**src/rtl/core/lkfe_pkg.sv**
```systemverilog
// lkfe_pkg: shared types, command bytes and glyph table for the led/key frame encoder
// depends on nothing; used by every module in rtl/core
package lkfe_pkg;

    localparam int NumDigits   = 8;
    localparam int NumKeyBytes = 4;
    localparam int NumBytes    = 19;
    localparam int IdxW        = $clog2(NumBytes);

    localparam logic [1:0] MODE_DISPLAY = 2'd0;
    localparam logic [1:0] MODE_OFF     = 2'd1;
    localparam logic [1:0] MODE_KEYSCAN = 2'd2;
    localparam logic [1:0] MODE_NONE    = 2'd3;

    localparam logic [7:0] CMD_DISP_ON  = 8'h88;
    localparam logic [7:0] CMD_WRITE    = 8'h40;
    localparam logic [7:0] CMD_ADDR     = 8'hc0;
    localparam logic [7:0] CMD_DISP_OFF = 8'h80;
    localparam logic [7:0] CMD_READ_KEY = 8'h42;
    localparam logic [7:0] FILL_FIRST   = 8'h80;
    localparam logic [7:0] FILL_REST    = 8'h00;

    localparam logic [7:0] KEY_LO_A = 8'h04;
    localparam logic [7:0] KEY_LO_B = 8'h40;
    localparam logic [7:0] KEY_HI_A = 8'h02;
    localparam logic [7:0] KEY_HI_B = 8'h20;

    localparam logic [IdxW-1:0] IDX_WRITE = IdxW'(1);
    localparam logic [IdxW-1:0] IDX_ADDR  = IdxW'(2);
    localparam logic [IdxW-1:0] IDX_DATA0 = IdxW'(3);
    localparam logic [IdxW-1:0] IDX_LAST  = IdxW'(NumBytes - 1);

    localparam logic [2:0] BRIGHT_RESET = 3'd2;

    typedef struct packed {
        logic lo_a;
        logic lo_b;
        logic hi_a;
        logic hi_b;
    } key_hit_t;

    typedef struct packed {
        logic       valid;
        logic [1:0] mode;
    } item_ctl_t;

    function automatic logic [7:0] glyph_of(input logic [4:0] code);
        logic [7:0] g;
        case (code)
            5'd0:    g = 8'h3f;
            5'd1:    g = 8'h06;
            5'd2:    g = 8'h5b;
            5'd3:    g = 8'h4f;
            5'd4:    g = 8'h66;
            5'd5:    g = 8'h6d;
            5'd6:    g = 8'h7d;
            5'd7:    g = 8'h07;
            5'd8:    g = 8'h7f;
            5'd9:    g = 8'h6f;
            5'd10:   g = 8'h77;
            5'd11:   g = 8'h7c;
            5'd12:   g = 8'h39;
            5'd13:   g = 8'h5e;
            5'd14:   g = 8'h79;
            5'd15:   g = 8'h71;
            5'd16:   g = 8'h40;
            5'd17:   g = 8'hef;
            default: g = 8'h00;
        endcase
        return g;
    endfunction

endpackage

```
**src/rtl/core/lkfe_digit_lane.sv**
```systemverilog
// lkfe_digit_lane: one digit lane, seven-segment lookup into a holding register
// depends on lkfe_pkg (glyph table)
module lkfe_digit_lane (
    input  logic       aclk,
    input  logic       load,
    input  logic [4:0] code,
    output logic [7:0] glyph
);

    logic [7:0] glyph_reg;
    logic [7:0] glyph_next;

    assign glyph_next = lkfe_pkg::glyph_of(code);

    always_ff @(posedge aclk) begin
        if (load) begin
            glyph_reg <= glyph_next;
        end
    end

    assign glyph = glyph_reg;

endmodule

```
**src/rtl/core/lkfe_key_lane.sv**
```systemverilog
// lkfe_key_lane: one key-byte lane, exact matches against the four key patterns
// depends on lkfe_pkg (key patterns, key_hit_t)
module lkfe_key_lane (
    input  logic                aclk,
    input  logic                load,
    input  logic [7:0]          key_byte,
    output lkfe_pkg::key_hit_t  hit
);

    lkfe_pkg::key_hit_t hit_reg;
    lkfe_pkg::key_hit_t hit_next;

    always_comb begin
        hit_next.lo_a = (key_byte == lkfe_pkg::KEY_LO_A);
        hit_next.lo_b = (key_byte == lkfe_pkg::KEY_LO_B);
        hit_next.hi_a = (key_byte == lkfe_pkg::KEY_HI_A);
        hit_next.hi_b = (key_byte == lkfe_pkg::KEY_HI_B);
    end

    always_ff @(posedge aclk) begin
        if (load) begin
            hit_reg <= hit_next;
        end
    end

    assign hit = hit_reg;

endmodule

```
**src/rtl/core/lkfe_frame_seq.sv**
```systemverilog
// lkfe_frame_seq: merges lane results (transpose, key priority) and sends one word a cycle while m_ready is high
// depends on lkfe_pkg; fed by lkfe_digit_lane and lkfe_key_lane
module lkfe_frame_seq (
    input  logic                                      aclk,
    input  logic                                      aresetn,
    input  logic [2:0]                                brightness,
    input  lkfe_pkg::item_ctl_t                       item,
    input  logic [lkfe_pkg::NumDigits-1:0][7:0]       glyphs,
    input  lkfe_pkg::key_hit_t [lkfe_pkg::NumKeyBytes-1:0] hits,
    output logic                                      take,
    output logic                                      m_valid,
    input  logic                                      m_ready,
    output logic [7:0]                                m_out_byte,
    output logic                                      m_frame_start,
    output logic                                      m_last,
    output logic [4:0]                                m_key_number
);

    localparam int IdxW = lkfe_pkg::IdxW;

    logic                                 act_reg, act_next;
    logic [IdxW-1:0]                      idx_reg, idx_next;
    logic [lkfe_pkg::NumDigits-1:0][7:0]  data_reg, data_next;
    logic                                 m_valid_reg, m_valid_next;
    logic [7:0]                           byte_reg, byte_next;
    logic                                 start_reg, start_next;
    logic                                 last_reg, last_next;
    logic [4:0]                           key_reg, key_next;
    logic [IdxW-1:0]                      rel_idx;
    logic [3:0]                           slot;
    logic                                 ld;

    function automatic logic [lkfe_pkg::NumDigits-1:0][7:0] transpose(
        input logic [lkfe_pkg::NumDigits-1:0][7:0] g
    );
        logic [lkfe_pkg::NumDigits-1:0][7:0] t;
        for (int k = 0; k < 8; k++) begin
            for (int j = 0; j < 8; j++) begin
                t[k][j] = g[7-j][k];
            end
        end
        return t;
    endfunction

    function automatic logic [4:0] key_decode(
        input lkfe_pkg::key_hit_t [lkfe_pkg::NumKeyBytes-1:0] h
    );
        logic [4:0] key;
        key = 5'd0;
        for (int i = lkfe_pkg::NumKeyBytes - 1; i >= 0; i--) begin
            if (h[i].hi_b) key = 5'(2 * i + 10);
            if (h[i].hi_a) key = 5'(2 * i + 9);
        end
        for (int i = lkfe_pkg::NumKeyBytes - 1; i >= 0; i--) begin
            if (h[i].lo_b) key = 5'(2 * i + 2);
            if (h[i].lo_a) key = 5'(2 * i + 1);
        end
        return key;
    endfunction

    assign ld      = !m_valid_reg || m_ready;
    assign rel_idx = idx_reg - lkfe_pkg::IDX_DATA0;
    assign slot    = rel_idx[3:0];

    always_comb begin
        act_next     = act_reg;
        idx_next     = idx_reg;
        data_next    = data_reg;
        m_valid_next = m_valid_reg;
        byte_next    = byte_reg;
        start_next   = start_reg;
        last_next    = last_reg;
        key_next     = key_reg;
        take         = 1'b0;
        if (ld) begin
            if (act_reg) begin
                m_valid_next = 1'b1;
                key_next     = 5'd0;
                idx_next     = idx_reg + IdxW'(1);
                act_next     = (idx_reg != lkfe_pkg::IDX_LAST);
                last_next    = (idx_reg == lkfe_pkg::IDX_LAST);
                case (idx_reg)
                    lkfe_pkg::IDX_WRITE: begin
                        byte_next  = lkfe_pkg::CMD_WRITE;
                        start_next = 1'b1;
                    end
                    lkfe_pkg::IDX_ADDR: begin
                        byte_next  = lkfe_pkg::CMD_ADDR;
                        start_next = 1'b1;
                    end
                    default: begin
                        start_next = 1'b0;
                        if (!slot[0]) begin
                            byte_next = data_reg[slot[3:1]];
                        end else if (slot[3:1] == 3'd0) begin
                            byte_next = lkfe_pkg::FILL_FIRST;
                        end else begin
                            byte_next = lkfe_pkg::FILL_REST;
                        end
                    end
                endcase
            end else if (item.valid) begin
                take         = 1'b1;
                m_valid_next = 1'b1;
                start_next   = 1'b1;
                key_next     = 5'd0;
                case (item.mode)
                    lkfe_pkg::MODE_DISPLAY: begin
                        byte_next = lkfe_pkg::CMD_DISP_ON | {5'd0, brightness};
                        last_next = 1'b0;
                        act_next  = 1'b1;
                        idx_next  = lkfe_pkg::IDX_WRITE;
                        data_next = transpose(glyphs);
                    end
                    lkfe_pkg::MODE_OFF: begin
                        byte_next = lkfe_pkg::CMD_DISP_OFF;
                        last_next = 1'b1;
                    end
                    default: begin
                        byte_next = lkfe_pkg::CMD_READ_KEY;
                        last_next = 1'b1;
                        key_next  = key_decode(hits);
                    end
                endcase
            end else begin
                m_valid_next = 1'b0;
            end
        end
    end

    always_ff @(posedge aclk) begin
        if (!aresetn) begin
            act_reg     <= 1'b0;
            idx_reg     <= '0;
            m_valid_reg <= 1'b0;
        end else begin
            act_reg     <= act_next;
            idx_reg     <= idx_next;
            m_valid_reg <= m_valid_next;
        end
    end

    always_ff @(posedge aclk) begin
        data_reg  <= data_next;
        byte_reg  <= byte_next;
        start_reg <= start_next;
        last_reg  <= last_next;
        key_reg   <= key_next;
    end

    assign m_valid       = m_valid_reg;
    assign m_out_byte    = byte_reg;
    assign m_frame_start = start_reg;
    assign m_last        = last_reg;
    assign m_key_number  = key_reg;

    // a frame in progress always has a word on the output
    a_act_has_word: assert property (@(posedge aclk) disable iff (!aresetn)
        act_reg |-> m_valid_reg)
        else $error("frame in progress with empty output register");

    // the closing word of an item ends the frame
    a_last_ends_frame: assert property (@(posedge aclk) disable iff (!aresetn)
        (m_valid_reg && last_reg) |-> !act_reg)
        else $error("last word shown while frame still active");

    // key numbers only travel with the key read command
    a_key_only_on_read: assert property (@(posedge aclk) disable iff (!aresetn)
        (m_valid_reg && key_reg != 5'd0) |-> (byte_reg == lkfe_pkg::CMD_READ_KEY && last_reg))
        else $error("key number on a non key-read word");

    // no new item is pulled while a frame is still being sent
    a_no_take_mid_frame: assert property (@(posedge aclk) disable iff (!aresetn)
        act_reg |-> !take)
        else $error("item taken during an active frame");

    a_key_range: assert property (@(posedge aclk) disable iff (!aresetn)
        m_valid_reg |-> (key_reg <= 5'd16))
        else $error("key number out of range");

endmodule

```
**src/rtl/core/led_key_frame_encoder_unit.sv**
```systemverilog
// led_key_frame_encoder_unit: top level of the led/key driver command frame encoder
// depends on lkfe_pkg, lkfe_digit_lane, lkfe_key_lane, lkfe_frame_seq
//
// input channel (s_valid/s_ready): one command word carries a mode, eight digit codes
// and four scanned key bytes. output channel (m_valid/m_ready): one byte per word,
// with frame_start, last and the decoded key number.
// config: cfg_wr_en writes cfg_wr_data into the brightness register.
// a display update gives 19 words, display off and key scan give one word each,
// mode 3 is accepted and gives none.
// an item is registered in the s1 and lane registers, then in the output register.
// the output register sends one word per cycle while m_ready is high; the next
// command is taken while the current frame is still being sent, one command is held
// ahead of the sender.
// eight digit lanes and four key lanes evaluate and register a command; the sender
// transposes the glyphs and picks the highest priority key.
// reset: brightness returns to 2 and the pipeline empties.
// when the receiver stalls, the output word holds and the input side fills, then
// s_ready drops until words are taken again.
module led_key_frame_encoder_unit (
    input  logic        aclk,
    input  logic        aresetn,
    input  logic        cfg_wr_en,
    input  logic [2:0]  cfg_wr_data,
    input  logic        s_valid,
    output logic        s_ready,
    input  logic [1:0]  s_mode,
    input  logic [4:0]  s_digit_0,
    input  logic [4:0]  s_digit_1,
    input  logic [4:0]  s_digit_2,
    input  logic [4:0]  s_digit_3,
    input  logic [4:0]  s_digit_4,
    input  logic [4:0]  s_digit_5,
    input  logic [4:0]  s_digit_6,
    input  logic [4:0]  s_digit_7,
    input  logic [31:0] s_key_bytes,
    output logic        m_valid,
    input  logic        m_ready,
    output logic [7:0]  m_out_byte,
    output logic        m_frame_start,
    output logic        m_last,
    output logic [4:0]  m_key_number
);

    logic [2:0]                                     bright_reg, bright_next;
    logic                                           s1_valid_reg, s1_valid_next;
    logic [1:0]                                     s1_mode_reg;
    logic                                           accept;
    logic                                           take;
    logic [lkfe_pkg::NumDigits-1:0][4:0]            codes;
    logic [lkfe_pkg::NumDigits-1:0][7:0]            glyphs;
    lkfe_pkg::key_hit_t [lkfe_pkg::NumKeyBytes-1:0] hits;
    lkfe_pkg::item_ctl_t                            item;

    assign codes = {s_digit_7, s_digit_6, s_digit_5, s_digit_4,
                    s_digit_3, s_digit_2, s_digit_1, s_digit_0};

    assign s_ready = !s1_valid_reg || take;
    assign accept  = s_valid && s_ready;

    assign bright_next = cfg_wr_en ? cfg_wr_data : bright_reg;

    always_comb begin
        s1_valid_next = s1_valid_reg;
        if (accept) begin
            s1_valid_next = (s_mode != lkfe_pkg::MODE_NONE);
        end else if (take) begin
            s1_valid_next = 1'b0;
        end
    end

    always_ff @(posedge aclk) begin
        if (!aresetn) begin
            bright_reg   <= lkfe_pkg::BRIGHT_RESET;
            s1_valid_reg <= 1'b0;
        end else begin
            bright_reg   <= bright_next;
            s1_valid_reg <= s1_valid_next;
        end
    end

    always_ff @(posedge aclk) begin
        if (accept) begin
            s1_mode_reg <= s_mode;
        end
    end

    genvar gi;
    generate
        for (gi = 0; gi < lkfe_pkg::NumDigits; gi++) begin : g_digit
            lkfe_digit_lane u_lane (
                .aclk  (aclk),
                .load  (accept),
                .code  (codes[gi]),
                .glyph (glyphs[gi])
            );
        end
        for (gi = 0; gi < lkfe_pkg::NumKeyBytes; gi++) begin : g_key
            lkfe_key_lane u_lane (
                .aclk     (aclk),
                .load     (accept),
                .key_byte (s_key_bytes[8*gi +: 8]),
                .hit      (hits[gi])
            );
        end
    endgenerate

    assign item.valid = s1_valid_reg;
    assign item.mode  = s1_mode_reg;

    lkfe_frame_seq u_seq (
        .aclk          (aclk),
        .aresetn       (aresetn),
        .brightness    (bright_reg),
        .item          (item),
        .glyphs        (glyphs),
        .hits          (hits),
        .take          (take),
        .m_valid       (m_valid),
        .m_ready       (m_ready),
        .m_out_byte    (m_out_byte),
        .m_frame_start (m_frame_start),
        .m_last        (m_last),
        .m_key_number  (m_key_number)
    );

endmodule
```
**config.mk**
```make
export PLATFORM = sky130hd
export DESIGN_NAME = led_key_frame_encoder_unit
export DESIGN_NICKNAME = d
export VERILOG_FILES = /design/src/rtl/core/lkfe_pkg.sv /design/src/rtl/core/lkfe_digit_lane.sv /design/src/rtl/core/lkfe_key_lane.sv /design/src/rtl/core/lkfe_frame_seq.sv /design/src/rtl/core/led_key_frame_encoder_unit.sv
export SDC_FILE = /design/constraint.sdc
export NUM_CORES = 1
export LEC_CHECK = 0
export ABC_AREA = 1
export BUFFER_PORTS_ARGS = -buffer_cell sky130_fd_sc_hd__buf_2
export CORE_MARGIN = 5
export CORE_UTILIZATION = 60
export CTS_CLUSTER_DIAMETER = 60
export CTS_CLUSTER_SIZE = 25
export DETAILED_ROUTE_END_ITERATION = 16
export PLACE_DENSITY = 0.88
export SYNTH_ARGS = -nofsm -noshare
export SYNTH_HDL_FRONTEND = slang
export SYNTH_SLANG_ARGS = --single-unit
```
**constraint.sdc**
```tcl
create_clock -name aclk -period 13.2 [get_ports aclk]
set_input_delay 1.98 -clock aclk [delete_from_list [all_inputs] [get_ports aclk]]
set_output_delay 1.98 -clock aclk [all_outputs]
set_load 0.01 [all_outputs]
```
======== Word level (Yosys, flattened, before mapping) ========
Memories as Yosys holds them, arrays and structs flattened. A register that Yosys moved wholly into a read port is not among the register bits.
Cells that the tools add are included.
storage, ports and cells
  bits in read-only memories .............. 2048
  register bits ........................... 108
  output and inout bits ................... 17
  input bits .............................. 82
  word-level logic and storage cells ...... 127
  memories kept ........................... 8
memories
  memory           depth  width  rd ports  clocked after Yosys merged registers in  write ports  RTL line        RTL
  (no name shown)  32     8      1         1                                        0            lkfe_pkg.sv:49  case (code)
  (no name shown)  32     8      1         1                                        0            lkfe_pkg.sv:49
  (no name shown)  32     8      1         1                                        0            lkfe_pkg.sv:49
  (no name shown)  32     8      1         1                                        0            lkfe_pkg.sv:49
  (no name shown)  32     8      1         1                                        0            lkfe_pkg.sv:49
  (no name shown)  32     8      1         1                                        0            lkfe_pkg.sv:49
  +2 memories      -      -      -         -                                        -            -
cells by class
  $add $sub $neg .......................... 2
  bitwise operators ....................... 1
  order comparisons ....................... 1
  eq/ne operators ......................... 22
  reductions and logical operators ........ 15
  mux-type cells .......................... 44
operators by type and width
  kind                                                                          count
  5-bit two-way mux                                                             21
  8-bit two-way mux                                                             5
  8-bit by 2-bit equality test with 1-bit output, second input constant         4
  8-bit by 3-bit equality test with 1-bit output, second input constant         4
  8-bit by 6-bit equality test with 1-bit output, second input constant         4
  8-bit by 7-bit equality test with 1-bit output, second input constant         4
  8-bit case mux with 2 select lines                                            2
  8-bit binary-select mux with 3-bit select                                     1
  1-bit two-way mux                                                             15
  2-bit nonzero test                                                            3
  5-bit by 1-bit adder with 5-bit output, second input constant                 1
  5-bit by 1-bit equality test with 1-bit output, second input constant         1
  5-bit by 2-bit equality test with 1-bit output, second input constant         1
  5-bit equality test, second input constant                                    1
  5-bit != test, second input constant                                          1
  3-bit by 4-bit less-than comparator with 1-bit output, second input constant  1
  4-bit AND reduction                                                           1
  2-bit OR reduction                                                            2
  4-bit by 2-bit subtractor with 4-bit output, second input constant            1
  3-bit zero test                                                               1
  3-bit AND reduction                                                           1
  2-bit by 1-bit equality test with 1-bit output, second input constant         1
  1-bit zero test                                                               2
  2-bit zero test                                                               1
  other kinds (5)                                                               6

======== Longest topological paths before layout ========
  depth in word-level cells ............... 18
  depth in mapped cells ................... 15
  mapped depth without buffers ............ 15

======== Cells and area by module ========
A second synthesis with hierarchy kept.
second synthesis, totals
  cell total of the unflattened synthesis .. 1039
  area total of the unflattened synthesis .. 9385.3 µm²
modules (own cells, without submodules)
  module                                    area an instance (µm²)  times used  sequential area each (µm²)  cells each
  lkfe_frame_seq                            3753.6                  1           2512.4                      338
  lkfe_digit_lane at g_digit[0].u_lane ...  568.0                   4           240.2                       72
  lkfe_digit_lane at g_digit[5].u_lane ...  576.8                   3           240.2                       71
  lkfe_key_lane                             202.7                   4           120.1                       26
  lkfe_digit_lane at g_digit[1].u_lane      599.3                   1           240.2                       73
  led_key_frame_encoder_unit                219.0                   1           140.1                       23

======== Worst setup path after synthesis ========
Ideal clock, no wire load.
  kind .................................... in2reg
  from .................................... input m_ready
  to ...................................... register g_digit[0].u_lane.glyph_reg[0] (enable)
  stages .................................. 4
  library setup time ...................... 0.523 ns
  buffers on the path ..................... 0
  setup slack ............................. 7.035 ns
  required time ........................... 12.677 ns
  data arrival time ....................... 5.642 ns
  cell sequence ........................... nor2_1 inv_1 a21oi_1 nor2_1
on the way
  word-level cells in the longest chain between the ends .. 4
RTL lines
  what                RTL line                          RTL
  start: declaration  led_key_frame_encoder_unit.sv:37  input logic m_ready,
  1-bit logical OR    lkfe_frame_seq.sv:61              assign ld = !m_valid_reg || m_ready;
  1-bit two-way mux   lkfe_frame_seq.sv:75              if (ld) begin
  1-bit logical OR    led_key_frame_encoder_unit.sv:57  assign s_ready = !s1_valid_reg || take;
  1-bit logical AND   led_key_frame_encoder_unit.sv:58  assign accept = s_valid && s_ready;
  via accept          led_key_frame_encoder_unit.sv:47  logic accept;
  end: declaration    lkfe_digit_lane.sv:10             logic [7:0] glyph_reg;
The timed path passes the listed nets, and every way through them passes these cells.
A chain may end at the register's enable or synchronous reset.

======== Worst setup path after layout ========
  from .................................... input m_ready
  to ...................................... output s_ready
on the way
  word-level cells in the longest chain between the ends .. 3
RTL lines
  what               RTL line                          RTL
  1-bit logical OR   lkfe_frame_seq.sv:61
  1-bit two-way mux  lkfe_frame_seq.sv:75
  1-bit logical OR   led_key_frame_encoder_unit.sv:57
  end: declaration   led_key_frame_encoder_unit.sv:25  output logic s_ready,
No other way between the ends.

==> flow_metrics.py <==
metrics = {
    "worst_setup_path": {
        "crit_family": "buffers and inverters",
        "cp_num_buf_inv": 4,
        "cp.arrival_ps": 2910,
        "rr_startpoint": "u_seq.idx_reg[0]",
        "cpMaxStageDelayCell": "a21oi_1",
        "critical_path_required_ps": 11220,
        "cp-startpoint": "m_ready",
        "worstPathCellList": "buf_2 > nor2_1 > inv_1 > a21oi_1 > inv_1 > buf_2",
        "path_class": "input pin to primary output",
        "crit_fanout": 5,
        "critPathLaunchType": "input pin",
        "end_kind": "primary output",
        "critPathMaxStageDelay_ps": 310,
    },
    "power_and_ir_drop": {
        "p_switching_uw": 291.7,
        "ir_drop_mv": 0.1040,
        "p_leak_uw": 0.004535,
        "pwr-share-clk": 0.400,
        "pwr_density_cell_nw_per_um2": 122.1,
        "seqPwrFrac": 0.507,
        "power.internal_uw": 963.6,
        "p_comb_frac": 0.093,
        "swShare": 0.2324,
    },
    "sta": {
        "setup_slack_ps": 8308,
        "fmax_mhz": 204.4,
        "drv_slew": 0,
        "tightest_slew_ps": 1085,
        "setup_tns_ps": 0,
        "rsz0062_at_grt": "false",
        "fin_crit_sh": 0.3706,
        "layout_min_cycle_time_ps": 4892,
        "relSlewSlack": 0.2765,
        "setup_viol": 0,
        "finClkSkew_ps": 8.700,
        "hold_viol": 0,
    },
    "die": {
        "core.rowCount": 44,
        "start_util": 0.6148,
        "ios": 99,
        "core_area_sq_um": 14640,
        "die-area_sq_um": 17560,
        "dieWidth_um": 132.5,
        "fp.dieH_um": 132.5,
    },
    "placement": {
        "port_buffers": 98,
        "dp_hpwl_mm": 12.35,
        "place_congestion": 0.9348,
        "pre_cts_ws_ps": 8320,
    },
    "clock_network": {
        "clock_latency_ps": 430,
        "numCtsBuffers": 17,
        "cts_tree": "yes",
        "h-tree-depth": 4,
        "post_cts_buffers": 0,
        "cts_resized": 0,
        "postCtsHoldBufs": 0,
        "ctsRootBufferMaster": "clkbuf_16",
        "clock_sinks": 172,
        "path_clk_slew_ps": 60,
        "cts_buffer_depth": 2,
    },
    "run_status": {
        "status": "finished clean",
    },
    "cells_and_area": {
        "n_antenna_cell": 0,
        "multi_input_area_sq_um": 3342,
        "drive_gt1_frac": 0.1430,
        "area_delta_synth_final_pct": 14.17,
        "seq_area_sq_um": 5055,
        "fillCellCount": 1028,
        "fin_nets": 1171,
    },
    "global_routing": {
        "grt_use_total": 0.2094,
        "grt_pass1_wl_mm": 29.78,
        "grt_pass1_vias": 6422,
        "grt_start_max_net_pins": 83,
        "grt_overflow": 0,
        "antenna_found_initial": 0,
    },
    "routing": {
        "wl_per_cell_um": 14.87,
        "vias": 6822,
        "routed_wl_mm": 18.23,
        "antenna_left": 0,
        "avgViaCountPerCell": 5.564,
        "drtPass1Iterations": 7,
        "route.detailed.drc": 0,
        "drtIter0Drc": 582,
    },
    "synthesis": {
        "synth_cells": 929,
        "ys_seq_area_frac": 0.5614,
        "syn-cell-area_sq_um": 9004,
        "yosysUniqueCellTypes": 36,
        "synth-seq-cells": 172,
        "syn_avg_cell_area_sq_um": 9.692,
        "synth-edff-count": 161,
        "synth_flop_cell": "edfxtp_1",
        "async_flop_share": 0,
        "syn_nets": 1070,
        "yosys_warnings": 0,
    },
    "flow_run": {
        "cap_violations": 0,
    },
    "hold_path": {
        "holdCritPathClass": "register to register",
        "holdCritStartpoint": "g_digit[3].u_lane.glyph[0]",
    },
}
-- routing by layer --
layer,track usage,routed length (um)
met2,0.3738,9277
met5,0,0
met1,0.2501,7308
met4,0.08545,451
met3,0.03872,1189
-- power groups by stage --
stage	Combinational (uW)	Sequential (uW)	Clock, uW
floorplan	72.6	647	0
CTS	116	636	506
finish	117	636	502
detailed placement	114	648	0
global placement	108	645	0
global route	132	638	532
-- layout by cell type (no fill, tap or decap), types with 25 or more instances in the layout --
master / n
ha_1: 59
buf_2: 98
nand3_1: 30
inv_1: 138
edfxtp_1: 161
a21oi_1: 35
nor2_1: 100
nand4_1: 25
nand2_1: 175
o21ai_0: 71
-- Yosys cell counts, types with 2 or more instances --
| cell | instances | share of area |
|---|---|---|
| nand2_1 | 175 | 0.073 |
| edfxtp_1 | 161 | 0.54 |
| inv_1 | 138 | 0.058 |
| nor2_1 | 102 | 0.043 |
| o21ai_0 | 71 | 0.039 |
| ha_1 | 59 | 0.082 |
| a21oi_1 | 35 | 0.019 |
| nand3_1 | 30 | 0.017 |
| nand4_1 | 25 | 0.017 |
| nor3_1 | 19 | 0.011 |
| o211ai_1 | 19 | 0.016 |
| clkbuf_1 | 16 | 0.0067 |
| dfxtp_1 | 11 | 0.024 |
| o31ai_1 | 10 | 0.0083 |
| or2_2 | 10 | 0.0069 |
| o311ai_1 | 6 | 0.0058 |
| a211oi_1 | 5 | 0.0042 |
| a221oi_1 | 5 | 0.0049 |
| o22ai_1 | 5 | 0.0035 |
| and3_1 | 4 | 0.0028 |
| clkinv_1 | 4 | 0.0017 |
| buf_2 | 2 | 0.0011 |
| mux2i_1 | 2 | 0.0022 |
| o311ai_0 | 2 | 0.0019 |
| xor2_1 | 2 | 0.0019 |
-- kinds of logic (layout without fill, tap and decap cells) --
group,count (synthesis),in the layout,synth area share
compound gates,162,162,0.1073
xor+xnor,4,4,0.006811
fa+ha+maj,59,59,0.08199
buf+inv,163,276,0.06907
flops,172,172,0.5614
mux,2,2,0.002224
simple gates,367,367,0.1712
-- metrics by stage --
step	util	cell area, sq um	hold WS, ps	power, uW	std cells
global route	0.7020	10280	422.9	1302	1226
global placement	0.6613	9684	400.2	753.6	1195
finish	0.7020	10280	417.3	1255	1226
floorplan	-	9004	400.3	719.2	929
detailed placement	0.6613	9684	404.5	761.1	1195
CTS	0.7020	10280	419.3	1258	1226
-- path summary, 6_finish.rpt --
path	end	slack, ps	cells past startpoint
worst max-delay path	s_ready	8310	6
worst min-delay path	u_seq.data_reg[4]	420	0
worst max register to register	u_seq.m_out_byte[6]	10090	9
worst min register to register	u_seq.data_reg[4]	420	0
-- cell type report --
cell class | count | area share
clock buffers | 17 | 0.04138
inverters | 143 | 0.05222
repair buffers | 102 | 0.05063
clock inverters | 14 | 0.01655
well taps | 184 | 0.02240
multi-input cells | 594 | 0.3251
flip-flops and latches | 172 | 0.4917
No activity file was read; power rests on OpenSTA's default activity.
